### config.mk
export PLATFORM = sky130hd
export DESIGN_NAME = multi_sensor_direction_hold_smoother
export DESIGN_NICKNAME = d
export VERILOG_FILES = /design/src/rtl/msdhs_pkg.sv /design/src/rtl/multi_sensor_direction_hold_smoother.sv /design/src/rtl/msdhs_ucode_rom.sv /design/src/rtl/msdhs_sequencer.sv /design/src/rtl/msdhs_datapath.sv
export VERILOG_INCLUDE_DIRS = /design/src /design/src/rtl
export SDC_FILE = /design/constraint.sdc
export NUM_CORES = 1
export LEC_CHECK = 0
export ABC_AREA = 1
export BUFFER_PORTS_ARGS = -buffer_cell sky130_fd_sc_hd__buf_2
export CAP_MARGIN = 10
export CELL_PAD_IN_SITES_DETAIL_PLACEMENT = 0
export CELL_PAD_IN_SITES_GLOBAL_PLACEMENT = 1
export CORE_ASPECT_RATIO = 0.7
export CORE_UTILIZATION = 47
export CTS_CLUSTER_SIZE = 24
export DETAILED_ROUTE_END_ITERATION = 10
export GPL_TIMING_DRIVEN = 0
export PLACE_DENSITY = 0.87
export REMOVE_ABC_BUFFERS = 1
export SLEW_MARGIN = 30
export SYNTH_ARGS = -nofsm -noshare
export SYNTH_HDL_FRONTEND = slang
export SYNTH_SLANG_ARGS = --single-unit
### constraint.sdc
create_clock -name clk_i -period 4.1 [get_ports clk_i]
set_input_delay 0.205 -clock clk_i [delete_from_list [all_inputs] [get_ports clk_i]]
set_output_delay 0.205 -clock clk_i [all_outputs]
set_load 0.05 [all_outputs]
### src/rtl/multi_sensor_direction_hold_smoother_macros.svh
// assertion macros for the direction-hold smoother
// used by the top level, expects clk_i and rst_ni in scope
`ifndef MULTI_SENSOR_DIRECTION_HOLD_SMOOTHER_MACROS_SVH
`define MULTI_SENSOR_DIRECTION_HOLD_SMOOTHER_MACROS_SVH

// same-cycle implication
`define MSDHS_ASSERT_IMPL(lbl, ante, cons) \
  lbl: assert property (@(posedge clk_i) disable iff (!rst_ni) (ante) |-> (cons)) \
    else $error("assertion failed");

// next-cycle implication
`define MSDHS_ASSERT_NEXT(lbl, ante, cons) \
  lbl: assert property (@(posedge clk_i) disable iff (!rst_ni) (ante) |=> (cons)) \
    else $error("assertion failed");

`endif

### src/rtl/msdhs_pkg.sv
// shared types, codes and constants of the direction-hold smoother
// no dependencies
`timescale 1ns / 1ps
`default_nettype none

package msdhs_pkg;

  localparam int SENSOR_COUNT_DEF = 4;
  localparam int TEMP_W           = 8;
  localparam int CFG_W            = 16;
  localparam int TIMER_W          = 32;
  localparam int IDX_W            = 2;
  localparam int PC_W             = 3;

  localparam logic [CFG_W-1:0] HOLD_LIMIT_RESET       = CFG_W'(10 * 1000);
  localparam logic [CFG_W-1:0] PERIOD_INCREMENT_RESET = CFG_W'(1000);

  // configuration register indexes
  localparam logic CFG_HOLD_LIMIT = 1'b0;
  localparam logic CFG_PERIOD_INC = 1'b1;

  // input opcodes
  localparam logic OPC_STORE  = 1'b0;
  localparam logic OPC_UPDATE = 1'b1;

  // direction codes
  localparam logic [1:0] DIR_NONE = 2'd0;
  localparam logic [1:0] DIR_UP   = 2'd1;
  localparam logic [1:0] DIR_DOWN = 2'd2;

  // microprogram steps
  localparam logic [PC_W-1:0] STEP_IDLE = 3'd0;
  localparam logic [PC_W-1:0] STEP_ACC  = 3'd1;
  localparam logic [PC_W-1:0] STEP_ABS  = 3'd2;
  localparam logic [PC_W-1:0] STEP_MUL  = 3'd3;
  localparam logic [PC_W-1:0] STEP_MULN = 3'd4;
  localparam logic [PC_W-1:0] STEP_FIX  = 3'd5;
  localparam logic [PC_W-1:0] STEP_UPD  = 3'd6;
  localparam logic [PC_W-1:0] STEP_ERR  = 3'd7;

  typedef enum logic [2:0] {
    OP_NOP,
    OP_CLR,
    OP_ACC,
    OP_ABS,
    OP_MUL,
    OP_MULN,
    OP_FIX,
    OP_UPD_ERR
  } op_e;

  typedef enum logic [2:0] {
    JC_NONE,
    JC_ALWAYS,
    JC_NO_START,
    JC_MORE,
    JC_FAULT
  } jcond_e;

  typedef struct packed {
    op_e             op;
    logic            err_path;
    jcond_e          jcond;
    logic [PC_W-1:0] target;
    logic            wait_out;
  } ctrl_t;

  typedef struct packed {
    logic more;
    logic fault;
    logic out_busy;
  } dp_stat_t;

  typedef struct packed {
    logic            idle;
    logic [PC_W-1:0] pc;
  } seq_stat_t;

endpackage

`default_nettype wire

### src/rtl/multi_sensor_direction_hold_smoother.sv
// Multi-sensor temperature averager with direction-hold smoothing.
// Input stream: a store beat (tuser opcode 0) writes one sensor's reading and
// fault flag and gives no result; an update beat (opcode 1) averages all
// sensors, truncating toward zero, and gives one result beat.
// Output stream: held temperature, direction, and an error flag in tuser.
// Configuration: write port for hold_limit (index 0) and period_increment
// (index 1); the user must write them only while the block is idle, which the block does not enforce.
// A store beat is written while the sequencer stays in its idle step. An
// update beat runs a microprogram: the accumulate step walks the sensors one
// per cycle, then magnitude, two multiply steps of the reciprocal divider,
// correction, and the hold update. A faulted update goes from the magnitude
// step to the error step instead. Input is taken only while the sequencer
// sits in its idle step.
// The result register lets a store beat in while a result waits; an update
// that finishes while the receiver stalls holds in its last step until the
// output slot frees up.
// Reset clears the sensor store, the held output, the direction and sets the
// hold timer and both registers to their defaults; no result is pending.
// depends on msdhs_pkg, msdhs_sequencer, msdhs_datapath and the macro header
`timescale 1ns / 1ps
`default_nettype none
`include "multi_sensor_direction_hold_smoother_macros.svh"

module multi_sensor_direction_hold_smoother
  import msdhs_pkg::*;
#(
  parameter int SENSOR_COUNT = SENSOR_COUNT_DEF
) (
  input  logic             clk_i,
  input  logic             rst_ni,
  input  logic             s_axis_tvalid,
  output logic             s_axis_tready,
  input  logic [15:0]      s_axis_tdata,   // sensor_index[1:0], reading[9:2], zero fill
  input  logic [1:0]       s_axis_tuser,   // opcode[0], reading_fault[1]
  output logic             m_axis_tvalid,
  input  logic             m_axis_tready,
  output logic [15:0]      m_axis_tdata,   // smoothed_temp[7:0], direction[9:8], zero fill
  output logic             m_axis_tuser,   // smoothed_error
  input  logic             cfg_we_i,
  input  logic             cfg_idx_i,
  input  logic [CFG_W-1:0] cfg_wdata_i
);

  logic [CFG_W-1:0]         hold_limit_q, hold_limit_d;
  logic [CFG_W-1:0]         period_inc_q, period_inc_d;
  logic                     accept;
  logic                     store;
  logic                     start;
  ctrl_t                    exec;
  seq_stat_t                seq;
  dp_stat_t                 stat;
  logic signed [TEMP_W-1:0] out_temp;
  logic [1:0]               out_dir;
  logic                     emit;

  assign s_axis_tready = seq.idle;
  assign accept        = s_axis_tvalid && s_axis_tready;
  assign store         = accept && (s_axis_tuser[0] == OPC_STORE);
  assign start         = accept && (s_axis_tuser[0] == OPC_UPDATE);

  always_comb begin
    hold_limit_d = hold_limit_q;
    period_inc_d = period_inc_q;
    if (cfg_we_i) begin
      case (cfg_idx_i)
        CFG_HOLD_LIMIT: hold_limit_d = cfg_wdata_i;
        CFG_PERIOD_INC: period_inc_d = cfg_wdata_i;
        default: begin
        end
      endcase
    end
  end

  always_ff @(posedge clk_i or negedge rst_ni) begin
    if (!rst_ni) begin
      hold_limit_q <= HOLD_LIMIT_RESET;
      period_inc_q <= PERIOD_INCREMENT_RESET;
    end else begin
      hold_limit_q <= hold_limit_d;
      period_inc_q <= period_inc_d;
    end
  end

  msdhs_sequencer u_seq (
    .clk_i  (clk_i),
    .rst_ni (rst_ni),
    .start_i(start),
    .stat_i (stat),
    .exec_o (exec),
    .seq_o  (seq)
  );

  msdhs_datapath #(
    .SENSOR_COUNT(SENSOR_COUNT)
  ) u_dp (
    .clk_i        (clk_i),
    .rst_ni       (rst_ni),
    .store_i      (store),
    .store_idx_i  (s_axis_tdata[1:0]),
    .store_temp_i (s_axis_tdata[9:2]),
    .store_fault_i(s_axis_tuser[1]),
    .ctrl_i       (exec),
    .hold_limit_i (hold_limit_q),
    .period_inc_i (period_inc_q),
    .out_ready_i  (m_axis_tready),
    .stat_o       (stat),
    .out_valid_o  (m_axis_tvalid),
    .out_temp_o   (out_temp),
    .out_err_o    (m_axis_tuser),
    .out_dir_o    (out_dir)
  );

  assign m_axis_tdata = {6'b0, out_dir, out_temp};
  assign emit         = (exec.op == OP_UPD_ERR);

  `MSDHS_ASSERT_IMPL(a_valid_from_emit, $rose(m_axis_tvalid), $past(emit))
  `MSDHS_ASSERT_NEXT(a_update_starts_acc, start, seq.pc == STEP_ACC)
  `MSDHS_ASSERT_IMPL(a_error_temp_zero, m_axis_tvalid && m_axis_tuser, m_axis_tdata[7:0] == 8'd0)
  `MSDHS_ASSERT_IMPL(a_no_emit_into_busy, stat.out_busy, !emit)

endmodule

`default_nettype wire

### src/rtl/msdhs_ucode_rom.sv
// microprogram table: one control word per step
// depends on msdhs_pkg
`timescale 1ns / 1ps
`default_nettype none

module msdhs_ucode_rom
  import msdhs_pkg::*;
(
  input  logic [PC_W-1:0] pc_i,
  output ctrl_t           word_o
);

  always_comb begin
    word_o = '{op: OP_NOP, err_path: 1'b0, jcond: JC_ALWAYS, target: STEP_IDLE,
               wait_out: 1'b0};
    case (pc_i)
      STEP_IDLE: begin
        word_o.op     = OP_CLR;
        word_o.jcond  = JC_NO_START;
        word_o.target = STEP_IDLE;
      end
      STEP_ACC: begin
        word_o.op     = OP_ACC;
        word_o.jcond  = JC_MORE;
        word_o.target = STEP_ACC;
      end
      STEP_ABS: begin
        word_o.op     = OP_ABS;
        word_o.jcond  = JC_FAULT;
        word_o.target = STEP_ERR;
      end
      STEP_MUL: begin
        word_o.op    = OP_MUL;
        word_o.jcond = JC_NONE;
      end
      STEP_MULN: begin
        word_o.op    = OP_MULN;
        word_o.jcond = JC_NONE;
      end
      STEP_FIX: begin
        word_o.op    = OP_FIX;
        word_o.jcond = JC_NONE;
      end
      STEP_UPD: begin
        word_o.op       = OP_UPD_ERR;
        word_o.wait_out = 1'b1;
      end
      STEP_ERR: begin
        word_o.op       = OP_UPD_ERR;
        word_o.err_path = 1'b1;
        word_o.wait_out = 1'b1;
      end
      default: begin
        word_o.op = OP_NOP;
      end
    endcase
  end

endmodule

`default_nettype wire

### src/rtl/msdhs_sequencer.sv
// step counter with conditional jumps, fetches control words from the table
// depends on msdhs_pkg and msdhs_ucode_rom
`timescale 1ns / 1ps
`default_nettype none

module msdhs_sequencer
  import msdhs_pkg::*;
(
  input  logic      clk_i,
  input  logic      rst_ni,
  input  logic      start_i,
  input  dp_stat_t  stat_i,
  output ctrl_t     exec_o,
  output seq_stat_t seq_o
);

  logic [PC_W-1:0] pc_q, pc_d;
  ctrl_t           word;
  logic            stall;
  logic            take;

  msdhs_ucode_rom u_rom (
    .pc_i  (pc_q),
    .word_o(word)
  );

  // hold the step while the result slot is still occupied
  assign stall = word.wait_out && stat_i.out_busy;

  always_comb begin
    case (word.jcond)
      JC_NONE:     take = 1'b0;
      JC_ALWAYS:   take = 1'b1;
      JC_NO_START: take = !start_i;
      JC_MORE:     take = stat_i.more;
      JC_FAULT:    take = stat_i.fault;
      default:     take = 1'b0;
    endcase
  end

  always_comb begin
    if (stall) begin
      pc_d = pc_q;
    end else if (take) begin
      pc_d = word.target;
    end else begin
      pc_d = pc_q + 1'b1;
    end
  end

  always_comb begin
    exec_o = word;
    if (stall) begin
      exec_o.op = OP_NOP;
    end
  end

  assign seq_o.idle = (pc_q == STEP_IDLE);
  assign seq_o.pc   = pc_q;

  always_ff @(posedge clk_i or negedge rst_ni) begin
    if (!rst_ni) begin
      pc_q <= STEP_IDLE;
    end else begin
      pc_q <= pc_d;
    end
  end

endmodule

`default_nettype wire

### src/rtl/msdhs_datapath.sv
// sensor store, serial accumulator, reciprocal divider, hold logic and result register
// depends on msdhs_pkg
`timescale 1ns / 1ps
`default_nettype none

module msdhs_datapath
  import msdhs_pkg::*;
#(
  parameter int SENSOR_COUNT = SENSOR_COUNT_DEF
) (
  input  logic                     clk_i,
  input  logic                     rst_ni,
  input  logic                     store_i,
  input  logic [IDX_W-1:0]         store_idx_i,
  input  logic signed [TEMP_W-1:0] store_temp_i,
  input  logic                     store_fault_i,
  input  ctrl_t                    ctrl_i,
  input  logic [CFG_W-1:0]         hold_limit_i,
  input  logic [CFG_W-1:0]         period_inc_i,
  input  logic                     out_ready_i,
  output dp_stat_t                 stat_o,
  output logic                     out_valid_o,
  output logic signed [TEMP_W-1:0] out_temp_o,
  output logic                     out_err_o,
  output logic [1:0]               out_dir_o
);

  localparam int PTR_W   = (SENSOR_COUNT > 1) ? $clog2(SENSOR_COUNT) : 1;
  localparam int SUM_W   = TEMP_W + $clog2(SENSOR_COUNT);
  localparam int SH      = SUM_W;
  localparam int RECIP_W = SH + 1;
  localparam int PROD_W  = SUM_W + RECIP_W;
  localparam logic [RECIP_W-1:0] RECIP = RECIP_W'((2 ** SH) / SENSOR_COUNT);
  localparam logic [SUM_W-1:0]   N_V   = SUM_W'(SENSOR_COUNT);
  localparam logic [PTR_W-1:0]   LAST  = PTR_W'(SENSOR_COUNT - 1);

  logic signed [TEMP_W-1:0] temps_q [SENSOR_COUNT];
  logic signed [TEMP_W-1:0] temps_d [SENSOR_COUNT];
  logic [SENSOR_COUNT-1:0]  faults_q, faults_d;

  logic [PTR_W-1:0]         ptr_q, ptr_d;
  logic signed [SUM_W-1:0]  acc_q, acc_d;
  logic                     fault_q, fault_d;
  logic                     neg_q, neg_d;
  logic [SUM_W-1:0]         mag_q, mag_d;
  logic [TEMP_W-1:0]        q0_q, q0_d;
  logic [SUM_W-1:0]         qn_q, qn_d;
  logic signed [TEMP_W-1:0] avg_q, avg_d;

  logic signed [TEMP_W-1:0] held_temp_q, held_temp_d;
  logic                     held_err_q, held_err_d;
  logic [1:0]               held_dir_q, held_dir_d;
  logic [TIMER_W-1:0]       timer_q, timer_d;

  logic                     out_valid_q, out_valid_d;
  logic signed [TEMP_W-1:0] out_temp_q, out_temp_d;
  logic                     out_err_q, out_err_d;
  logic [1:0]               out_dir_q, out_dir_d;

  logic [PROD_W-1:0]        prod;
  logic [SUM_W-1:0]         rem;
  logic [TEMP_W-1:0]        q_fix;
  logic [TIMER_W:0]         timer_sum;
  logic [TIMER_W-1:0]       limit_ext;
  logic                     gt, lt, moves;

  assign prod      = PROD_W'(mag_q) * PROD_W'(RECIP);
  assign rem       = mag_q - qn_q;
  assign q_fix     = (rem >= N_V) ? q0_q + 1'b1 : q0_q;
  assign limit_ext = TIMER_W'(hold_limit_i);
  assign timer_sum = {1'b0, timer_q} + (TIMER_W + 1)'(period_inc_i);
  assign gt        = avg_q > held_temp_q;
  assign lt        = avg_q < held_temp_q;
  assign moves     = (gt && held_dir_q == DIR_UP) || (lt && held_dir_q == DIR_DOWN) ||
                     (timer_q >= limit_ext && avg_q != held_temp_q);

  always_comb begin
    for (int i = 0; i < SENSOR_COUNT; i++) begin
      temps_d[i]  = temps_q[i];
      faults_d[i] = faults_q[i];
      if (store_i && (32'(store_idx_i) == i)) begin
        temps_d[i]  = store_temp_i;
        faults_d[i] = store_fault_i;
      end
    end
  end

  always_comb begin
    ptr_d       = ptr_q;
    acc_d       = acc_q;
    fault_d     = fault_q;
    neg_d       = neg_q;
    mag_d       = mag_q;
    q0_d        = q0_q;
    qn_d        = qn_q;
    avg_d       = avg_q;
    held_temp_d = held_temp_q;
    held_err_d  = held_err_q;
    held_dir_d  = held_dir_q;
    timer_d     = timer_q;
    out_valid_d = out_valid_q && !out_ready_i;
    out_temp_d  = out_temp_q;
    out_err_d   = out_err_q;
    out_dir_d   = out_dir_q;
    case (ctrl_i.op)
      OP_NOP: begin
      end
      OP_CLR: begin
        ptr_d   = '0;
        acc_d   = '0;
        fault_d = 1'b0;
      end
      OP_ACC: begin
        acc_d   = acc_q + SUM_W'(temps_q[ptr_q]);
        fault_d = fault_q | faults_q[ptr_q];
        ptr_d   = ptr_q + 1'b1;
      end
      OP_ABS: begin
        neg_d = acc_q[SUM_W-1];
        mag_d = acc_q[SUM_W-1] ? SUM_W'(-acc_q) : SUM_W'(acc_q);
      end
      OP_MUL: begin
        q0_d = prod[SH +: TEMP_W];
      end
      OP_MULN: begin
        qn_d = SUM_W'(SUM_W'(q0_q) * N_V);
      end
      OP_FIX: begin
        avg_d = neg_q ? TEMP_W'(-q_fix) : q_fix;
      end
      OP_UPD_ERR: begin
        out_valid_d = 1'b1;
        if (ctrl_i.err_path) begin
          held_err_d = 1'b1;
          out_temp_d = '0;
          out_err_d  = 1'b1;
          out_dir_d  = held_dir_q;
        end else begin
          if (held_err_q) begin
            held_temp_d = avg_q;
            timer_d     = limit_ext;
            held_err_d  = 1'b0;
          end else if (moves) begin
            held_dir_d  = gt ? DIR_UP : DIR_DOWN;
            held_temp_d = avg_q;
            timer_d     = '0;
          end else begin
            timer_d = timer_sum[TIMER_W] ? '1 : timer_sum[TIMER_W-1:0];
          end
          out_temp_d = held_temp_d;
          out_err_d  = 1'b0;
          out_dir_d  = held_dir_d;
        end
      end
      default: begin
      end
    endcase
  end

  always_ff @(posedge clk_i or negedge rst_ni) begin
    if (!rst_ni) begin
      for (int i = 0; i < SENSOR_COUNT; i++) begin
        temps_q[i] <= '0;
      end
      faults_q    <= '0;
      held_temp_q <= '0;
      held_err_q  <= 1'b0;
      held_dir_q  <= DIR_NONE;
      timer_q     <= TIMER_W'(HOLD_LIMIT_RESET);
      out_valid_q <= 1'b0;
    end else begin
      temps_q     <= temps_d;
      faults_q    <= faults_d;
      held_temp_q <= held_temp_d;
      held_err_q  <= held_err_d;
      held_dir_q  <= held_dir_d;
      timer_q     <= timer_d;
      out_valid_q <= out_valid_d;
    end
  end

  always_ff @(posedge clk_i) begin
    ptr_q      <= ptr_d;
    acc_q      <= acc_d;
    fault_q    <= fault_d;
    neg_q      <= neg_d;
    mag_q      <= mag_d;
    q0_q       <= q0_d;
    qn_q       <= qn_d;
    avg_q      <= avg_d;
    out_temp_q <= out_temp_d;
    out_err_q  <= out_err_d;
    out_dir_q  <= out_dir_d;
  end

  assign stat_o.more     = (ptr_q != LAST);
  assign stat_o.fault    = fault_q;
  assign stat_o.out_busy = out_valid_q && !out_ready_i;

  assign out_valid_o = out_valid_q;
  assign out_temp_o  = out_temp_q;
  assign out_err_o   = out_err_q;
  assign out_dir_o   = out_dir_q;

endmodule

`default_nettype wire
# Word level (Yosys, flattened, before mapping)
# Cells that the tools add are included.
totals:
  regBits: 174
  in_bits: 40
  word_cells: 126
op_classes:
  addsub: 8
  order_cmp: 6
  eq_ne: 25
  n_mux: 30
  n_bitwise: 5
  n_reduce_logical: 24
op_table:
  columns: ["cell", "n"]
  rows:
  - ["2-to-1 mux 32 bit", 3]
  - ["2-to-1 mux 8 bit", 6]
  - ["adder 32 x 16 -> 33 bit", 1]
  - [">= comparator 32 x 16 -> 1 bit", 1]
  - ["equality test 3 bit, second input constant", 9]
  - ["case mux 3 bit (7 select lines)", 1]
  - ["case mux 10 bit (2 select lines)", 1]
  - ["equality test 3 x 2 -> 1 bit, second input constant", 6]
  - ["binary-select mux 8 bit (select 2 bit)", 1]
  - ["logical AND 1 bit", 12]
  - ["case mux 3 bit (4 select lines)", 1]
  - ["adder 10 x 8 -> 10 bit", 1]
  - [">= comparator 10 x 3 -> 1 bit, second input constant", 1]
  - ["negator 10 bit", 1]
  - ["subtractor 10 bit", 1]
  - ["equality test 3 x 1 -> 1 bit, second input constant", 3]
  - ["2-to-1 mux 9 bit", 1]
  - ["adder 8 x 1 -> 8 bit, second input constant", 1]
  - ["> comparator 8 bit", 1]
  - ["< comparator 8 bit", 1]
  - ["2-to-1 mux 2 bit", 4]
  - ["inequality test 8 bit", 1]
  - ["negator 8 bit", 1]
  - ["equality test 2 bit, second input constant", 3]
  - ["other kinds (24)", 36]

# Longest topological paths before layout
# Gate-level depths: netlist of the first run.
depth:
  word_depth: 7
  ltp_mapped: 23
  ltp_nobuf: 23

# Hierarchy
# From an unflattened synthesis of the first run, not the netlist that was laid out.
hier_totals:
  cells_unflattened: 1347
  area_unflattened_um2: 10721.5
modules_own_cells:
  columns: ["module", "n_inst", "cells_each", "area_per_inst_um2"]
  rows:
  - ["msdhs_datapath", 1, 1129, 8938.6]
  - ["multi_sensor_direction_hold_smoother", 1, 151, 1397.6]
  - ["msdhs_sequencer", 1, 49, 311.5]
  - ["msdhs_ucode_rom", 1, 18, 73.8]

# Least setup slack after synthesis of the first run
# Ideal clock, no wire load.
synth_path:
  path_kind: "reg2reg"
  startpoint: "register u_dp.ptr_q[0]"
  endpoint: "register u_dp.acc_q[8], data pin"
  setup_ns: 0.269
  arrival_ns: 2.633
  t_required_ns: 3.831
  setup_slack_ns: 1.198
  stages_incl_launch_ff: 19
  period_less_slack_ns: 2.902
  cell_sequence: "edfxtp_1 -> clkbuf_1 -> clkbuf_1 -> nor2_1 -> o22ai_1 -> ha_1 -> inv_1 -> fa_1 -> nor2_1 -> o21ai_0 -> nand2_1 -> nand2_1 -> nand2_1 -> a21oi_1 -> nor2_1 -> nor2_1 -> o21bai_1 -> nand2_1 -> nor3b_1"
synth_between:
  elab_chain_cells: 6
synth_lines:
  columns: ["item", "line_no", "source"]
  rows:
  - ["from (decl)", "msdhs_datapath.sv:41", "logic [PTR_W-1:0] ptr_q, ptr_d;"]
  - ["from (signal assigned)", "msdhs_datapath.sv:183", "ptr_q <= ptr_d;"]
  - ["inverter 2 -> 3 bit (not written as such)", "msdhs_datapath.sv:114", "acc_d = acc_q + SUM_W'(temps_q[ptr_q]);"]
  - ["binary-select mux 8 bit (select 2 bit)", "msdhs_datapath.sv:114", null]
  - ["2-to-1 mux 8 bit (not written as such) (2 in series)", "msdhs_datapath.sv:114", null]
  - ["adder 10 x 8 -> 10 bit", "msdhs_datapath.sv:114", null]
  - ["case mux 10 bit (2 select lines)", "msdhs_datapath.sv:105", "case (ctrl_i.op)"]
  - ["to (signal assigned)", "msdhs_datapath.sv:184", "acc_q <= acc_d;"]
  - ["to (decl)", "msdhs_datapath.sv:42", "logic signed [SUM_W-1:0] acc_q, acc_d;"]
# Every way passes these cells. The select of a mux whose other input is x is not followed.
# A chain may end at the register's enable or synchronous reset.

==> results of run 1 <==
## worst max-delay path: stages (launching register included)
cell     delay, ps
dfrtp_1        410
ha_1           240
ha_2           320
a21oi_2        230
nor3_4          90
inv_1          110
nand3_1        140
nor2_4         400
inv_2          190
nor2_8         550
inv_4          230
nor2_8         450
o21ai_0        230
nand2_1        100
## sequential cells by signal, indices dropped and copies added, names as in the netlist
register / count
u_dp.temps_q: 32
u_dp.timer_q: 32
hold_limit_q: 16
period_inc_q: 16
u_dp.acc_q: 10
u_dp.avg_q: 8
u_dp.held_temp_q: 8
u_dp.mag_q: 8
u_dp.out_temp_o: 8
u_dp.q0_q: 8
u_dp.qn_q: 8
u_dp.faults_q: 4
u_seq.pc_q: 3
u_dp.held_dir_q: 2
u_dp.out_dir_o: 2
u_dp.ptr_q: 2
u_dp.fault_q: 1
u_dp.held_err_q: 1
u_dp.neg_q: 1
u_dp.out_err_o: 1
u_dp.out_valid_o: 1
## kinds of logic (layout without fill, tap and decap cells)
logic type | count (synthesis) | after routing
simple gates | 571 | 571
compound gates | 241 | 241
buf+inv | 233 | 283
flops | 172 | 172
fa+ha+maj | 69 | 69
xor+xnor | 36 | 36
other cells | 1 | 6
## placed cells by master (no fill, tap or decap), types with 6 or more instances in the layout
cell / netlist / final
xnor2_1: 7 / 7
conb_1: 1 / 6
o22ai_1: 6 / 6
o21ai_0: 164 / 164
nor4_1: 6 / 6
dfrtp_1: 99 / 99
nor2_1: 90 / 90
clkbuf_16: 0 / 17
edfxtp_1: 57 / 57
inv_1: 189 / 188
ha_1: 66 / 65
a21oi_1: 47 / 46
dfstp_2: 16 / 16
nand2_1: 343 / 341
nor3_1: 17 / 17
nand3_1: 75 / 75
buf_2: 3 / 45
xor2_1: 29 / 29
nand4_1: 11 / 11
dlygate4sd3_1: 0 / 7
## worst paths after layout
check	cells after the start	from	end	slack [ps]
worst min-delay path	3	cfg_wdata_i[13]	hold_limit_q[13]	30
worst max register to register	13	u_seq.pc_q[0]	u_dp.timer_q[15]	300
min in group asynchronous	2	rst_ni	hold_limit_q[14]	270
worst max-delay path	13	u_seq.pc_q[0]	u_dp.timer_q[15]	300
max in group asynchronous	3	rst_ni	u_dp.temps_q[19]	3130
worst min register to register	2	u_dp.temps_q[10]	u_dp.temps_q[10]	480
## metal layers
metal / wire length (um) / part of all wire [%] / up-vias
met5: 0 / 0 / -
li1: - / - / 4377
met2: 9126 / 39 / 170
met4: 147 / 0.63 / 0
met1: 13150 / 56 / 3958
met3: 1081 / 4.6 / 12
## area by class of cell
class	instances	area [um^2]	area share [%]
Inverter	197	745.7	6.420
Sequential cell	172	4609	39.69
Clock buffer	19	432.9	3.727
Tap cell	282	352.8	3.038
Multi-Input combinational cell	923	4974	42.82
Timing Repair Buffer	54	337.8	2.909
Clock inverter	13	162.7	1.400
## power by group through the flow
| stage | clock network (mW) | registers [mW] | logic [mW] |
|---|---|---|---|
| after floorplan | 0 | 3.08 | 3.30 |
| after global placement | 0 | 3.09 | 4.29 |
| after detailed placement | 0 | 3.10 | 4.39 |
| after CTS | 1.69 | 3.08 | 4.44 |
| after global routing | 1.77 | 3.16 | 5.07 |
| final | 1.66 | 3.09 | 4.44 |
## per-stage QoR
step	power, mW	cells	hold WS, ps	instance area, um^2	setup WS [ps]
after floorplan	6.378	1292	-90.59	10310	1220
after global placement	7.382	1620	446.0	10900	169.5
after detailed placement	7.491	1621	143.9	10940	98.76
after CTS	9.207	1660	1.933	11600	92.69
after global routing	10.01	1660	32.15	11610	11.57
final	9.191	1660	26.95	11610	298.3
## timing repair
item                                    4_1_cts  5_1_grt
hold buffers                                  7        0
endpoints found under the setup margin        0       33
gates resized for setup                       0        2
hold endpoints to repair                     54        0
==> metrics.md, run 1 <==
| Metric | Value |
|---|---|
| Adder-cell share of the synthesized area | under 10% |
| M3 GR Usage | about 4.4% |
| Area contributors post-synth | dfrtp_1 (24%), edfxtp_1 (16%), nand2_1 (12%) |
| Synth cell types | 50 |
| Die height | about 130 um |
| CTS tree | built |
| Met2 Resource Use GR | 29.39% |
| Compound-Gate Fraction of Synth Area | 12.10% |
| Hold crit path type | input pin to register |
| Unrepaired setup endpoints after global routing | no |
| Core ar. | around 22000 um^2 |
| # nets final | between 1000 and 1500 |
| Worst Path Max Fanout | 51 |
| Met1 usage | 34.41% |
| Port-buffer cells | 46 |
| DRC | 0 |
| DR vias/cell | around 5.1 |
| Num ports | 59 |
| WL per Instance | approximately 14 um |
| First-pass GRT wire length | ~40000 um |
| Peak supply drop | around 0.35 mV |
| Initial antenna violation count | 0 |
| Xor/xnor share of the synthesized area | around 3% |
| Vias in the first global route | around 7600 |
| Critical Path End Type | register |
| Status | complete, no violations |
| Most frequent cells after synthesis | nand2_1 (343), inv_1 (189), o21ai_0 (164), dfrtp_1 (99), nor2_1 (90) |
| Combinational power share | 48.3% |
| Fin crit period | 3802 ps |
| Skew-Pair Late Insertion Delay | 430 ps |
| Sink Count | ~170 |
| Max-slew headroom | between 30% and 40% |
| Chip Width | between 150 and 200 um |
| Die area | 22920 um^2 |
| Worst-Margin Slew | about 900 ps |
| Routed vias | 8517 |
| Global Route Usage Sum | a little over a fifth |
| Post-synth top flop | dfrtp_1 |
| Drt total wl | roughly 24000 um |
| Max Clock Skew | roughly 10 ps |
| Number of max-cap violations | 0 |
| Final core occ | between 50 and 60% |
| Ant diodes | 0 |
| Switch share | 44.59% |
| Top-count cell post-synth | nand2_1 |
| Total iterations of the first detailed-routing run | 5 |
| Largest net degree at the start of global routing | 68 |
| Max clock buf depth | 2 |
| Layout cells sized above 1 | a little under a tenth |
| Final Cycle Share | between 90% and 100% |
| Worst setup SP type | register |
| PwrDens | ~790 nW/um^2 |
| Simple-gate share of the synthesized area | between 20% and 30% |
| Root buf cell | clkbuf_16 |
| Yosys top cell by area | dfrtp_1 |
| Share of the synthesized area in the top cell type | about a quarter |
| Number of synthesized flops with an enable pin | 57 |
| Synth Register Bits | between 150 and 200 |
| Switching power | approximately 4 mW |
| Power share of the clock group | between 10% and 20% |
| Final Max Tran Viols | 0 |
| Ys async rst share | between 60 and 70% |
| Pleak | 5.683 nW |
| Post-DRT Antenna Nets | 0 |
| H-tree levels | 4 |
| Synthesis-to-layout area growth | 10.79% |
| Gate Count Post-Synth | roughly 1300 |
| Starting Density | 48.11% |
| Final setup fails | 0 |
| Hold Fails Final Rpt | 0 |
| CTS buffer count | 17 |
| Final TNS setup | 0 ps |
| Grt ovf | 0 |
| RePlAce Congestion | around 0.9 |
| Critical Path RT | between 4000 and 5000 ps |
| Synthesized area per cell | approximately 7.9 um^2 |
| Crit path DAT | 4170 ps |
| Total setup buffers inserted after CTS | 0 |
| Largest family of logic cells by synthesized area | simple AND/OR/NAND/NOR gates |
| Grt peak-use layer | met1 |
| Syn Std Cell Area | 10480 um^2 |
| Dpl hpwl | ~17000 um |
| Row count | 45 |
| Violation count after the first detailed-route iteration | 660 |
| Peak Freq | between 200 and 300 MHz |
| Clock slew at reported path FFs | approximately 70 ps |
| Post-synthesis mux area share | 0% |
| Seq/Total Area, Yosys | 43.97% |
| Synth Warn # | 0 |
| Register share of total power | around a third |
| Internal power | around 5.1 mW |
| Fillers | roughly 2000 |
| Worst setup path class | register to register |
No activity file was read; power rests on OpenSTA's default activity.
==> inputs of run 2 (changes only) <==
--- a/config.mk
+++ b/config.mk
@@ -7,16 +7,17 @@
 export NUM_CORES = 1
 export LEC_CHECK = 0
 export ABC_AREA = 1
+export ABC_CLOCK_PERIOD_IN_PS = 3100
 export BUFFER_PORTS_ARGS = -buffer_cell sky130_fd_sc_hd__buf_2
 export CAP_MARGIN = 10
 export CELL_PAD_IN_SITES_DETAIL_PLACEMENT = 0
 export CELL_PAD_IN_SITES_GLOBAL_PLACEMENT = 1
 export CORE_ASPECT_RATIO = 0.7
-export CORE_UTILIZATION = 47
+export CORE_UTILIZATION = 42
 export CTS_CLUSTER_SIZE = 24
 export DETAILED_ROUTE_END_ITERATION = 10
 export GPL_TIMING_DRIVEN = 0
-export PLACE_DENSITY = 0.87
+export PLACE_DENSITY = 0.83
 export REMOVE_ABC_BUFFERS = 1
 export SLEW_MARGIN = 30
 export SYNTH_ARGS = -nofsm -noshare
==> constraint.sdc (replaced) <==
create_clock -name clk_i -period 3.1 [get_ports clk_i]
set_input_delay 0.155 -clock clk_i [delete_from_list [all_inputs] [get_ports clk_i]]
set_output_delay 0.155 -clock clk_i [all_outputs]
set_load 0.05 [all_outputs]
==> metrics.md, run 2 (synthesized netlist as in run 1, its figures left out) <==
| Metric | Value |
|---|---|
| Skew-Pair Late Insertion Delay | 450 ps (+20 ps) |
| Critical Path RT | 3280 ps (-1180 ps) |
| Largest registers | u_dp.temps_q: 32 flops, u_dp.timer_q: 32 flops |
| Commonest non-fill, non-tap cells in the layout | nand2_1 (327), inv_1 (184), o21ai_0 (162) |
| Chip Width | 190.8 um (+5.7%) |
| Post-DRT Antenna Nets | 0 (unchanged) |
| Routed vias | 8764 (+2.9%) |
| Synthesis-to-layout area growth | 15.52% |
| Hold_ws | 22.00 ps (-4.954 ps) |
| # nets final | 1508 (+2.3%) |
| Row count | 47 (+4.4%) |
| DR vias/cell | 5.066 (-1.3%) |
| Hold Fails Final Rpt | 0 (unchanged) |
| Worst Path Max Fanout | 8 (-84%) |
| Unrepaired setup endpoints after global routing | yes |
| Violation count after the first detailed-route iteration | 669 (+1.4%) |
| Drt total wl | 25740 um (+9.5%) |
| Critical Path End Type | register |
| Clock slew at reported path FFs | 70 ps (about the same) |
| Worst-Margin Slew | 961.3 ps (+46.04 ps) |
| Worst hold path startpoint | s_axis_tdata[3] |
| CTS tree | built |
| First-pass GRT wire length | 41460 um (+5.7%) |
| Hold crit path type | input pin to register |
| DRC | 0 (unchanged) |
| Dpl hpwl | 17730 um (+4.5%) |
| WL per Instance | 14.88 um (+5.1%) |
| Pleak | 5.838 nW (+2.7%) |
| Die area | 25610 um^2 (+12%) |
| Number of max-cap violations | 0 (unchanged) |
| Max clock buf depth | 2 (unchanged) |
| Critical Path Source | u_dp.ptr_q[1] |
| Peak supply drop | 0.4492 mV (+29%) |
| Final Cycle Share | 95.05% (+2.3 points) |
| PwrDens | 1040 nW/um^2 (+31%) |
| Num ports | 59 (unchanged) |
| Die height | 134.2 um (+5.7%) |
| Max Clock Skew | 12.01 ps (+1.713 ps) |
| Root buf cell | clkbuf_16 |
| Grt ovf | 0 (unchanged) |
| Final setup fails | 0 (unchanged) |
| Vias in the first global route | 8057 (+5.5%) |
| Worst setup SP type | register |
| Crit path DAT | 3120 ps (-1050 ps) |
| Core ar. | 24050 um^2 (+10%) |
| Initial antenna violation count | 0 (unchanged) |
| Final Max Tran Viols | 0 (unchanged) |
| Fin crit period | 2947 ps (-855.2 ps) |
| Worst R2R Start | u_dp.ptr_q[1] |
| Global Route Usage Sum | 20.75% (-0.82 points) |
| Sink Count | 172 (unchanged) |
| RePlAce Congestion | 0.8644 (-1.4%) |
| Largest net degree at the start of global routing | 83 (+22%) |
| Port-buffer cells | 46 (unchanged) |
| Peak Freq | 339.4 MHz (+29%) |
| CTS buffer count | 17 (unchanged) |
| Ant diodes | 0 (unchanged) |
| Layout cells sized above 1 | 12.89% (+3.8 points) |
| Max-slew headroom | 35.52% (-3.1 points) |
| Total iterations of the first detailed-routing run | 7 (+2) |
| Status | complete, no violations |
| Pre-CTS WS | -939.0 ps (-1038 ps) |
| Worst setup path class | register to register |
| Most common cell after layout, fill and taps aside | nand2_1 |
| Starting Density | 43.59% (-4.5 points) |
| Fin worst setup slack | 153.4 ps (-144.8 ps) |
| H-tree levels | 4 (unchanged) |
-- run 2: cell count changes in the layout (fill, tap and decap cells not counted), moves of 4 or more --
cell,change
inv_2,+4
nor2_1,-5
nor2_4,+6
nand2_2,+9
dlygate4sd3_1,+11
buf_4,+15
inv_1,-4
nand2_1,-14
nand2_4,+5
-- run 2: report_power, final --
group | total (mW) | switching [mW] | leakage [nW] | internal, mW
sequential | 4.05 | 0.600 | 1.97 | 3.45
combinational | 6.44 | 4.18 | 3.62 | 2.26
clock | 2.10 | 0.985 | 0.258 | 1.12
total | 12.6 | 5.76 | 5.84 | 6.83
-- run 2: worst max-delay path: stages (launching register included) --
cell      delay (ps)
edfxtp_1         530
inv_4            110
buf_4            170
a21oi_1           60
a32oi_2          280
inv_1            110
fa_2             390
nor2_4           100
o21ai_1           60
nand2_1           90
nand2_1           60
nand2_1           60
a21oi_1           70
nor2_1           150
nor2_1            70
o21bai_1         180
nand2_1           60
nor3b_1          130
-- run 2: what timing repair did --
action / 4_1_cts / 5_1_grt
hold buffers: 18 / 0
setup buffers: 12 / 8
cloned: 2 / 1
pin swaps: 6 / 20
setup endpoints to repair: 49 / 37
hold endpoints to repair: 85 / 0
gates resized for setup: 4 / 50
-- run 2: metal layers --
layer | wire [um] | vias to the layer above | global-route usage [%]
met5 | 0 | - | 0
met4 | 348 | 0 | 5.200
met3 | 1399 | 30 | 4.291
met2 | 10310 | 218 | 28.56
met1 | 13690 | 4057 | 32.50
li1 | - | 4459 | -
-- run 2: final cells by class --
cell class              count  area, um^2
fillers                  2324       11940
multi-input cells         926        5150
flip-flops and latches    172        4609
inverters                 197       749.5
repair buffers             85       638.1
clock buffers              17       425.4
well taps                 318       397.9
clock inverters            15       140.1
-- run 2: per-stage QoR --
stage | power [mW] | area, um^2 | std cells | utilization (%) | setup TNS, ps
after floorplan | 8.436 | 10310 | 1292 | - | 0
after global placement | 9.832 | 10940 | 1656 | 45.49 | -30390
after detailed placement | 9.995 | 10980 | 1657 | 45.66 | -32470
after CTS | 12.31 | 11860 | 1721 | 49.32 | 0
after global routing | 13.65 | 12110 | 1730 | 50.35 | -178.7
final | 12.59 | 12110 | 1730 | 50.35 | 0
-- run 2: worst paths after layout --
path                                       end  slack [ps]  cells after the start
hold reg to reg                   u_dp.q0_q[0]         480                      0
min in group asynchronous  u_dp.held_temp_q[4]         170                      2
hold / removal                u_dp.temps_q[17]          20                      3
setup reg to reg                 u_dp.acc_q[8]         150                     17
setup / recovery                 u_dp.acc_q[8]         150                     17
max in group asynchronous      period_inc_q[5]        2180                      3
